<file path="src/design/xmoac_pkg.sv">
package xmoac_pkg;

   // Fault reported with each result.
   typedef enum logic [1:0] {
      FAULT_NONE = 2'd0,
      FAULT_UD   = 2'd1,
      FAULT_GP   = 2'd2,
      FAULT_SS   = 2'd3
   } fault_kind_type;

   // Fields of the packed instruction-information word.
   localparam int unsigned INFO_SCALE_LSB  = 0;
   localparam int unsigned INFO_ASIZE_LSB  = 7;
   localparam int unsigned INFO_REG_OP_BIT = 10;
   localparam int unsigned INFO_SEG_LSB    = 15;
   localparam int unsigned INFO_IDX_INV    = 22;
   localparam int unsigned INFO_BASE_INV   = 27;

   localparam logic [2:0] ASIZE_32BIT = 3'd1;
   localparam logic [2:0] SEG_NUM_SS  = 3'd2;

   // Segment type bits that matter for the access check.
   localparam logic [3:0] TYPE_CHECK_MASK = 4'ha;
   localparam logic [3:0] TYPE_CODE_BIT   = 4'h8;

   localparam logic [64:0] LIMIT_MARGIN = 65'd8;

   // After the first stage: partial offset and decoded controls.
   typedef struct packed {
      logic [63:0] sum;
      logic [63:0] idx_term;
      logic [63:0] seg_base;
      logic [31:0] seg_limit;
      logic        is_write;
      logic [3:0]  seg_type;
      logic        seg_unusable;
      logic        long_mode;
      logic        prot_mode;
      logic        asize_32;
      logic        reg_op;
      logic        seg_is_ss;
   } partial_item_type;

   // After the second stage: full offset and type check.
   typedef struct packed {
      logic [63:0] off;
      logic [63:0] seg_base;
      logic [31:0] seg_limit;
      logic        bad_type;
      logic        seg_unusable;
      logic        long_mode;
      logic        prot_mode;
      logic        asize_32;
      logic        reg_op;
      logic        seg_is_ss;
   } offset_item_type;

   // After the third stage: linear address and limit check.
   typedef struct packed {
      logic [63:0] addr;
      logic        over_limit;
      logic        bad_type;
      logic        seg_unusable;
      logic        long_mode;
      logic        prot_mode;
      logic        reg_op;
      logic        seg_is_ss;
   } linear_item_type;

endpackage

</file>
<file path="src/design/xmoac_offset.sv">
module xmoac_offset (
   input  logic                       clock,
   input  logic                       reset,
   input  logic                       in_valid,
   output logic                       in_stall,
   input  logic [63:0]                displacement,
   input  logic [31:0]                instr_info,
   input  logic                       is_write,
   input  logic [63:0]                base_value,
   input  logic [63:0]                index_value,
   input  logic [63:0]                seg_base,
   input  logic [31:0]                seg_limit,
   input  logic [3:0]                 seg_type,
   input  logic                       seg_unusable,
   input  logic                       long_mode,
   input  logic                       prot_mode,
   output logic                       out_valid,
   input  logic                       out_stall,
   output xmoac_pkg::offset_item_type out_item
);

   logic                        valid_a_ff;
   xmoac_pkg::partial_item_type item_a_ff;
   xmoac_pkg::partial_item_type item_a_in;
   logic                        ready_a;
   logic                        valid_b_ff;
   xmoac_pkg::offset_item_type  item_b_ff;
   xmoac_pkg::offset_item_type  item_b_in;
   logic                        ready_b;
   logic                        base_ok;
   logic                        idx_ok;
   logic [1:0]                  scale;
   logic                        bad_type;

   // A stage takes a new request when it is empty or its content moves on.
   assign ready_b  = !valid_b_ff || !out_stall;
   assign ready_a  = !valid_a_ff || ready_b;
   assign in_stall = !ready_a;

   assign base_ok = !instr_info[xmoac_pkg::INFO_BASE_INV];
   assign idx_ok  = !instr_info[xmoac_pkg::INFO_IDX_INV];
   assign scale   = instr_info[xmoac_pkg::INFO_SCALE_LSB +: 2];

   always_comb begin
      item_a_in.sum          = displacement + (base_ok ? base_value : 64'd0);
      item_a_in.idx_term     = idx_ok ? (index_value << scale) : 64'd0;
      item_a_in.seg_base     = seg_base;
      item_a_in.seg_limit    = seg_limit;
      item_a_in.is_write     = is_write;
      item_a_in.seg_type     = seg_type;
      item_a_in.seg_unusable = seg_unusable;
      item_a_in.long_mode    = long_mode;
      item_a_in.prot_mode    = prot_mode;
      item_a_in.asize_32     = instr_info[xmoac_pkg::INFO_ASIZE_LSB +: 3]
                               == xmoac_pkg::ASIZE_32BIT;
      item_a_in.reg_op       = instr_info[xmoac_pkg::INFO_REG_OP_BIT];
      item_a_in.seg_is_ss    = instr_info[xmoac_pkg::INFO_SEG_LSB +: 3]
                               == xmoac_pkg::SEG_NUM_SS;
   end

   // Writes need a writable data segment; reads fail only on execute-only code.
   always_comb begin
      if (item_a_ff.is_write) begin
         bad_type = ((item_a_ff.seg_type & xmoac_pkg::TYPE_CHECK_MASK) == 4'h0)
                    || ((item_a_ff.seg_type & xmoac_pkg::TYPE_CODE_BIT) != 4'h0);
      end else begin
         bad_type = (item_a_ff.seg_type & xmoac_pkg::TYPE_CHECK_MASK)
                    == xmoac_pkg::TYPE_CODE_BIT;
      end
   end

   always_comb begin
      item_b_in.off          = item_a_ff.sum + item_a_ff.idx_term;
      item_b_in.seg_base     = item_a_ff.seg_base;
      item_b_in.seg_limit    = item_a_ff.seg_limit;
      item_b_in.bad_type     = bad_type;
      item_b_in.seg_unusable = item_a_ff.seg_unusable;
      item_b_in.long_mode    = item_a_ff.long_mode;
      item_b_in.prot_mode    = item_a_ff.prot_mode;
      item_b_in.asize_32     = item_a_ff.asize_32;
      item_b_in.reg_op       = item_a_ff.reg_op;
      item_b_in.seg_is_ss    = item_a_ff.seg_is_ss;
   end

   always_ff @(posedge clock) begin
      if (reset) begin
         valid_a_ff <= 1'b0;
         valid_b_ff <= 1'b0;
      end else begin
         if (ready_a) begin
            valid_a_ff <= in_valid;
         end
         if (ready_b) begin
            valid_b_ff <= valid_a_ff;
         end
      end
   end

   always_ff @(posedge clock) begin
      if (ready_a && in_valid) begin
         item_a_ff <= item_a_in;
      end
      if (ready_b && valid_a_ff) begin
         item_b_ff <= item_b_in;
      end
   end

   assign out_valid = valid_b_ff;
   assign out_item  = item_b_ff;

endmodule

</file>
<file path="src/design/xmoac_check.sv">
module xmoac_check #(
   parameter int unsigned VirtAddrBits = 48
) (
   input  logic                       clock,
   input  logic                       reset,
   input  logic                       in_valid,
   output logic                       in_stall,
   input  xmoac_pkg::offset_item_type in_item,
   output logic                       out_valid,
   input  logic                       out_stall,
   output logic [63:0]                address,
   output logic [1:0]                 fault_kind
);

   // Bits that must all match the sign bit of the virtual address.
   localparam logic [63:0] TopMask = ~((64'd1 << (VirtAddrBits - 1)) - 64'd1);

   logic                       valid_c_ff;
   xmoac_pkg::linear_item_type item_c_ff;
   xmoac_pkg::linear_item_type item_c_in;
   logic                       ready_c;
   logic                       valid_d_ff;
   logic [63:0]                address_ff;
   logic [63:0]                address_in;
   xmoac_pkg::fault_kind_type  fault_ff;
   xmoac_pkg::fault_kind_type  fault_in;
   logic                       ready_d;
   logic [63:0]                lin_sum;
   logic [63:0]                top_bits;
   logic                       canonical;
   xmoac_pkg::fault_kind_type  seg_fault;

   assign ready_d  = !valid_d_ff || !out_stall;
   assign ready_c  = !valid_c_ff || ready_d;
   assign in_stall = !ready_c;

   assign lin_sum = in_item.seg_base + in_item.off;

   // The limit compare is made at 65 bits so that offset plus eight never wraps.
   always_comb begin
      item_c_in.addr         = in_item.asize_32 ? {32'd0, lin_sum[31:0]} : lin_sum;
      item_c_in.over_limit   = ({1'b0, in_item.off} + xmoac_pkg::LIMIT_MARGIN)
                               > {33'd0, in_item.seg_limit};
      item_c_in.bad_type     = in_item.bad_type;
      item_c_in.seg_unusable = in_item.seg_unusable;
      item_c_in.long_mode    = in_item.long_mode;
      item_c_in.prot_mode    = in_item.prot_mode;
      item_c_in.reg_op       = in_item.reg_op;
      item_c_in.seg_is_ss    = in_item.seg_is_ss;
   end

   assign top_bits  = item_c_ff.addr & TopMask;
   assign canonical = (top_bits == 64'd0) || (top_bits == TopMask);
   assign seg_fault = item_c_ff.seg_is_ss ? xmoac_pkg::FAULT_SS : xmoac_pkg::FAULT_GP;

   // Long mode takes precedence over protected mode.
   always_comb begin
      priority if (item_c_ff.reg_op) begin
         fault_in = xmoac_pkg::FAULT_UD;
      end else if (item_c_ff.long_mode) begin
         fault_in = canonical ? xmoac_pkg::FAULT_NONE : seg_fault;
      end else if (item_c_ff.prot_mode && item_c_ff.bad_type) begin
         fault_in = xmoac_pkg::FAULT_GP;
      end else if (item_c_ff.prot_mode
                   && (item_c_ff.seg_unusable || item_c_ff.over_limit)) begin
         fault_in = seg_fault;
      end else begin
         fault_in = xmoac_pkg::FAULT_NONE;
      end
   end

   assign address_in = (fault_in == xmoac_pkg::FAULT_NONE) ? item_c_ff.addr : 64'd0;

   always_ff @(posedge clock) begin
      if (reset) begin
         valid_c_ff <= 1'b0;
         valid_d_ff <= 1'b0;
      end else begin
         if (ready_c) begin
            valid_c_ff <= in_valid;
         end
         if (ready_d) begin
            valid_d_ff <= valid_c_ff;
         end
      end
   end

   always_ff @(posedge clock) begin
      if (ready_c && in_valid) begin
         item_c_ff <= item_c_in;
      end
      if (ready_d && valid_c_ff) begin
         address_ff <= address_in;
         fault_ff   <= fault_in;
      end
   end

   assign out_valid  = valid_d_ff;
   assign address    = address_ff;
   assign fault_kind = fault_ff;

endmodule

</file>
<file path="src/design/x86_memory_operand_address_check_unit.sv">
// Memory-operand effective address and segment check.
//
// Requests arrive on the req_ channel: the displacement, the packed
// instruction-information word, the write flag, the base and index register
// values, the selected segment's base, limit, type and unusable mark, and the
// processor mode. A request is taken at a rising edge where req_valid is high
// and req_stall is low. Each request yields exactly one result on the rsp_
// channel: the linear address and a fault kind, the address being zero when
// any fault is reported.
//
// The work runs through four register stages: base plus displacement and the
// scaled index, the full offset and segment type check, the linear address
// and limit compare, and finally the canonical check and fault selection into
// the output register, which drives rsp_. One request per cycle is accepted
// for as long as the receiver keeps rsp_stall low.
//
// When rsp_stall is high the result holds steady on the outputs and the stages
// behind it keep filling any empty slots; req_stall rises only once all four
// stages are occupied. Reset empties the pipeline and drops rsp_valid.
module x86_memory_operand_address_check_unit #(
   parameter int unsigned VIRT_ADDR_BITS = 48
) (
   input  logic        clock,
   input  logic        reset,
   input  logic        req_valid,
   output logic        req_stall,
   input  logic [63:0] req_displacement,
   input  logic [31:0] req_instr_info,
   input  logic        req_is_write,
   input  logic [63:0] req_base_value,
   input  logic [63:0] req_index_value,
   input  logic [63:0] req_seg_base,
   input  logic [31:0] req_seg_limit,
   input  logic [3:0]  req_seg_type,
   input  logic        req_seg_unusable,
   input  logic        req_long_mode,
   input  logic        req_prot_mode,
   output logic        rsp_valid,
   input  logic        rsp_stall,
   output logic [63:0] rsp_address,
   output logic [1:0]  rsp_fault_kind
);

   // Link between the offset stages and the checking stages.
   logic                       mid_valid;
   logic                       mid_stall;
   xmoac_pkg::offset_item_type mid_item;

   // The first two stages build the offset and judge the segment type.
   xmoac_offset u_offset (
      .clock        (clock),
      .reset        (reset),
      .in_valid     (req_valid),
      .in_stall     (req_stall),
      .displacement (req_displacement),
      .instr_info   (req_instr_info),
      .is_write     (req_is_write),
      .base_value   (req_base_value),
      .index_value  (req_index_value),
      .seg_base     (req_seg_base),
      .seg_limit    (req_seg_limit),
      .seg_type     (req_seg_type),
      .seg_unusable (req_seg_unusable),
      .long_mode    (req_long_mode),
      .prot_mode    (req_prot_mode),
      .out_valid    (mid_valid),
      .out_stall    (mid_stall),
      .out_item     (mid_item)
   );

   // The last two stages form the linear address and pick the fault; the
   // final stage is the output register seen on the rsp_ ports.
   xmoac_check #(
      .VirtAddrBits (VIRT_ADDR_BITS)
   ) u_check (
      .clock      (clock),
      .reset      (reset),
      .in_valid   (mid_valid),
      .in_stall   (mid_stall),
      .in_item    (mid_item),
      .out_valid  (rsp_valid),
      .out_stall  (rsp_stall),
      .address    (rsp_address),
      .fault_kind (rsp_fault_kind)
   );

endmodule

</file>
<file path="config.mk">
export PLATFORM = sky130hd
export DESIGN_NAME = x86_memory_operand_address_check_unit
export DESIGN_NICKNAME = d
export VERILOG_FILES = /design/src/design/xmoac_pkg.sv /design/src/design/xmoac_offset.sv /design/src/design/xmoac_check.sv /design/src/design/x86_memory_operand_address_check_unit.sv
export SDC_FILE = /design/constraint.sdc
export NUM_CORES = 1
export LEC_CHECK = 0
export ABC_AREA = 0
export BUFFER_PORTS_ARGS = -buffer_cell sky130_fd_sc_hd__buf_4
export CORE_MARGIN = 2
export CORE_UTILIZATION = 48
export DETAILED_ROUTE_END_ITERATION = 8
export PLACE_DENSITY = 0.75
export SLEW_MARGIN = 10
export SYNTH_ARGS = -nofsm -noshare
export SYNTH_HDL_FRONTEND = slang
export SYNTH_SLANG_ARGS = --single-unit
</file>
<file path="constraint.sdc">
create_clock -name clock -period 16.7 [get_ports clock]
set_input_delay 0.835 -clock clock [delete_from_list [all_inputs] [get_ports clock]]
set_output_delay 0.835 -clock clock [all_outputs]
set_load 0.01 [all_outputs]
</file>
**After elaboration in Yosys (flattened, before gate mapping)**

Index checks and enable logic that the tools add are counted.

- Register bits after elaboration: 543
- Input bits: 332
- Output and inout bits: 68
- Word-level logic and storage cells: 77

- Add/subtract/negate cells: 4
- Magnitude comparators: 1
- Eq/ne operators: 4
- Shift-type cells: 1
- Multiplexer cells: 8
- Reduce and logical (&&, ||, !) cells: 22

Operators by type and width:

| cell | count |
|---|---|
| 64-bit adder | 3 |
| 64-bit by 4-bit adder with 65-bit output (second input constant) | 1 |
| 65-bit by 32-bit > comparator with 1-bit output | 1 |
| 64-bit logical NOT | 1 |
| 64-bit 2-to-1 mux | 1 |
| 64-bit by 2-bit << shifter with 64-bit output | 1 |
| 17-bit == test (second input constant) | 1 |
| 2-bit 2-to-1 mux | 5 |
| 1-bit logical OR | 7 |
| 1-bit logical AND | 6 |
| 1-bit logical NOT | 6 |
| 4-bit logical NOT | 1 |
| 3-bit by 1-bit == test with 1-bit output (second input constant) | 1 |
| 3-bit by 2-bit == test with 1-bit output (second input constant) | 1 |
| 2-bit == test (second input constant) | 1 |
| 2-bit logical NOT | 1 |
| 1-bit 2-to-1 mux | 2 |

**Logic depth before layout (Yosys ltp)**

- Depth after elaboration: 7
- Gate-level depth with buffers: 17
- Mapped depth without buffers: 17

**By module**

From an unflattened synthesis, not the netlist that was laid out.

- Cell total of the unflattened synthesis: 2766
- Area total of the unflattened synthesis: 32009.4 µm²

By module, submodules not included:

| module | times used | cells each | area an instance (µm²) | seq. area each (µm²) |
|---|---|---|---|---|
| xmoac_offset | 1 | 1630 | 21346.7 | 12051.6 |
| xmoac_check | 1 | 1136 | 10662.7 | 4154.0 |

**Worst setup path before layout**

Ideal clock, no wire load.

- Kind: input to register
- Start point: in rsp_stall
- End point: reg u_offset.item_b_ff (netlist bit u_offset.out_item[0]) (enable)
- Setup time: 0.949 ns
- Arrival: 13.106 ns
- Required time: 15.751 ns
- Path slack: 2.645 ns
- Cell stages on the path: 2
- Buffers on the path: 0
- Path through: and3_1 -> a21boi_0

- Cells in the longest elaborated chain, start to end: 5

RTL lines:

| item | RTL line | text |
|---|---|---|
| start: declaration | x86_memory_operand_address_check_unit.sv:39 | `input logic rsp_stall,` |
| 1-bit logical NOT | xmoac_check.sv:33 | `assign ready_d = !valid_d_ff \|\| !out_stall;` |
| 1-bit logical OR | xmoac_check.sv:33 |  |
| 1-bit logical OR | xmoac_check.sv:34 | `assign ready_c = !valid_c_ff \|\| ready_d;` |
| 1-bit logical OR | xmoac_offset.sv:36 | `assign ready_b = !valid_b_ff \|\| !out_stall;` |
| 1-bit logical AND | xmoac_offset.sv:103 | `if (ready_b && valid_a_ff) begin` |
| end signal: assignment | xmoac_offset.sv:104 | `item_b_ff <= item_b_in;` |
| end: declaration | xmoac_offset.sv:27 | `xmoac_pkg::offset_item_type item_b_ff;` |

Every way passes these cells.
A chain may end at the register's enable or synchronous reset.

==> results_dict.tcl <==
set metrics [dict create \
    outcome "finished clean" \
    synthDistinctLibCells 76 \
    cts_made_buffers 54 \
    syn_avg_cell_area_um2 11.3 \
    tns_ns 0 \
    track_usage_pct 21.1 \
    critPathLaunchType "input pin" \
    min_period_over_period_pct 28.9 \
    clock.fmax_ghz 0.207 \
    grt_max_degree 168 \
    netlist_instances 2844 \
    critPathMaxFanout 64 \
    drtPass1Iterations 5 \
    max-vdd-ir-drop_uv 81.8 \
    combPwrFrac_pct 24.6 \
    slew_violations 0 \
    synthesis.nets 3401 \
    dieArea_um2 69300 \
    slowest_delay_ns 1.06 \
    p_int_mw 2.72 \
    crit_family "compound AO/OA/AOI/OAI gates" \
    hold_depth 1 \
    synth_most_common_cell "edfxtp_1" \
    cp-end-kind "flop" \
    critical_path_depth 15 \
    clk_pin_slew_worst_paths_ns 0.06 \
    tightestPinTransition_ns 1.20 \
    clock-root-buffer "clkbuf_16" \
    min_path_type "in -> reg" \
    p_sw_mw 1.09 \
    cts.sinks 541 \
    layout_min_cycle_time_ns 4.83 \
    p_sw_share_pct 28.5 \
    synth_area_um2 32200 \
    drt-initial-drc-count 1748 \
    layout.nets 3729 \
    power.density_nw_per_um2 102 \
    rsz0062_at_grt "no" \
    overflow 0 \
    cap_violations 0 \
    timing.slew.headroom_pct 18.1 \
    antenna_left 0 \
    htreeDepth 2 \
    clk_latency_ns 0.61 \
    die_h_um 263 \
    cts_tree "done" \
    yosysWarnings 0 \
    post_cts_resized 0 \
    seq_area_frac_synth_pct 50.3 \
    grt_pass1_wl_um 117000 \
    path_buf_inv 2 \
    yosys.area.top_type "edfxtp_1" \
    ys.flop_type "edfxtp_1" \
    place_hpwl_um 58600 \
    core.rowCount 95 \
    start_util_pct 48.3 \
    crit_slowest_cell "a2111oi_0" \
    via_per_inst 5.59 \
    coreArea_um2 66800 \
    clk_path_buf_depth 3 \
    grt_pass1_vias 22100 \
    die_w_um 263 \
    fin_skew_ns 0.0224 \
    synth_top_area_share_pct 50.0 \
    worst-setup-path-type "in -> reg" \
    remaining_drc_errors 0 \
    arrival_ns 5.17 \
    netlist_top_cells_count "537 x edfxtp_1, 243 x a21oi_1, 222 x ha_1" \
    power_frac_seq_pct 45.1 \
    p_leak_nw 14.8 \
    holdWs_ns 0.400 \
    antenna_found_initial 2 \
    ys_seq_elements 541 \
    ios 400 \
    async_reset_ff_share_pct 0 \
    crit_chain "buf_4 -> nor2b_1 -> ha_1 -> inv_1 -> fa_1 -> nor2b_1 -> o31ai_1 -> a21oi_1 -> o2111ai_1 -> a2111oi_0 -> o2111ai_1 -> and3b_1 -> o21a_1 -> o21ai_0 -> xor2_1" \
    drive_gt1_share_pct 17.1 \
    hold_buffers 0 \
    post_cts_buffers 0 \
    rr_worst_depth 16 \
    gp_congestion 0.907 \
    io_buffers 376 \
    finalSetupViolCount 0 \
    routed_wirelength_um 75000 \
    num-fill-cells 5693 \
    synth_edf_count 537 \
    wl_per_cell_um 18.3 \
    areaGrowthSynthToFinish_pct 16.4 \
    power.share.clock_pct 30.3 \
    num_vias 22800 \
    hold_violations 0 \
    ys_top_cells_by_area "edfxtp_1 50%, ha_1 8.6%, mux4_2 4.2%, a21oi_1 3.8%, xnor2_1 3.6%" \
    required_ns 17.04 \
]
metrics by stage:
stage | cells | instance area (um2) | total power [mW] | utilization [%] | worst slack [ns]
3_5_place_dp | 3989 | 35800 | 2.68 | 53.7 | 11.24
2_1_floorplan | 2844 | 32200 | 2.41 | - | 2.64
6_report | 4089 | 37500 | 3.81 | 56.2 | 11.87
3_3_place_gp | 3989 | 35800 | 2.67 | 53.7 | 11.30
4_1_cts | 4087 | 37500 | 3.84 | 56.2 | 11.88
5_1_grt | 4089 | 37500 | 4.00 | 56.2 | 11.53
kinds of logic (layout without fill, tap and decap cells):
group           Yosys count  in the layout  share of synthesized area, %
mux                      71             71                          4.56
other cells               0              2                             0
xor+xnor                203            203                          5.51
compound gates          732            732                          14.6
buf+inv                 216            586                          2.54
flops                   541            541                          50.3
fa+ha+maj               226            226                          8.83
simple gates            855            855                          13.7
state kept, by name, summed over array words and instances (netlist names):
register             count
u_check.address         64
u_offset.out_item      167
u_check.valid_c_ff       1
u_offset.valid_a_ff      1
u_offset.out_valid       1
u_offset.item_a_ff     233
u_check.item_c_ff       71
u_check.out_valid        1
u_check.fault_kind       2
path summary, 6_finish.rpt:
path	startpoint	end	slack, ns
worst max-delay path	req_instr_info[27]	u_offset.item_a_ff[229]	11.87
worst min-delay path	req_seg_limit[5]	u_offset.item_a_ff[16]	0.40
worst max register to register	u_offset.out_item[106]	u_check.item_c_ff[6]	12.10
worst min register to register	u_offset.item_a_ff[35]	u_offset.out_item[31]	0.40
layout by cell type (no fill, tap or decap), types with 30 or more instances in the layout:
cell type	instances
edfxtp_1	537
buf_4	384
a21oi_1	243
ha_1	222
nor2_1	175
nand2_1	170
nor2b_1	150
a21o_1	133
xnor2_1	132
o21ai_0	107
inv_1	103
and2_1	82
xor2_1	71
nand3_1	70
nand4_1	62
mux4_2	60
clkbuf_16	54
o21bai_1	45
nor3_1	40
a31oi_1	30
power groups by stage:
stage	registers (mW)	clock network, mW	logic [mW]
after floorplan	1.73	0	0.681
after global placement	1.74	0	0.926
after detailed placement	1.75	0	0.932
after CTS	1.72	1.18	0.938
after global routing	1.73	1.23	1.05
final	1.72	1.15	0.938
final cells by class:
cell class | count | area (um2) | share of cell area [%]
well taps | 873 | 1090 | 2.91
clock buffers | 73 | 1430 | 3.82
clock inverters | 25 | 240 | 0.640
flip-flops and latches | 541 | 16200 | 43.2
diodes | 2 | 5.00 | 0.0133
inverters | 103 | 387 | 1.03
multi-input cells | 2087 | 15300 | 40.7
repair buffers | 385 | 2900 | 7.74
metal layers:
metal  up-vias  global-route usage (%)  routed length, um
met5         -                       0                  0
met4         0                    8.02               2720
met3       136                    3.19               3820
met2       577                    34.2              34500
met1     10700                    28.8              34000
li1      11400                       -                  -
Note: power is estimated with default switching activity, not from simulation.
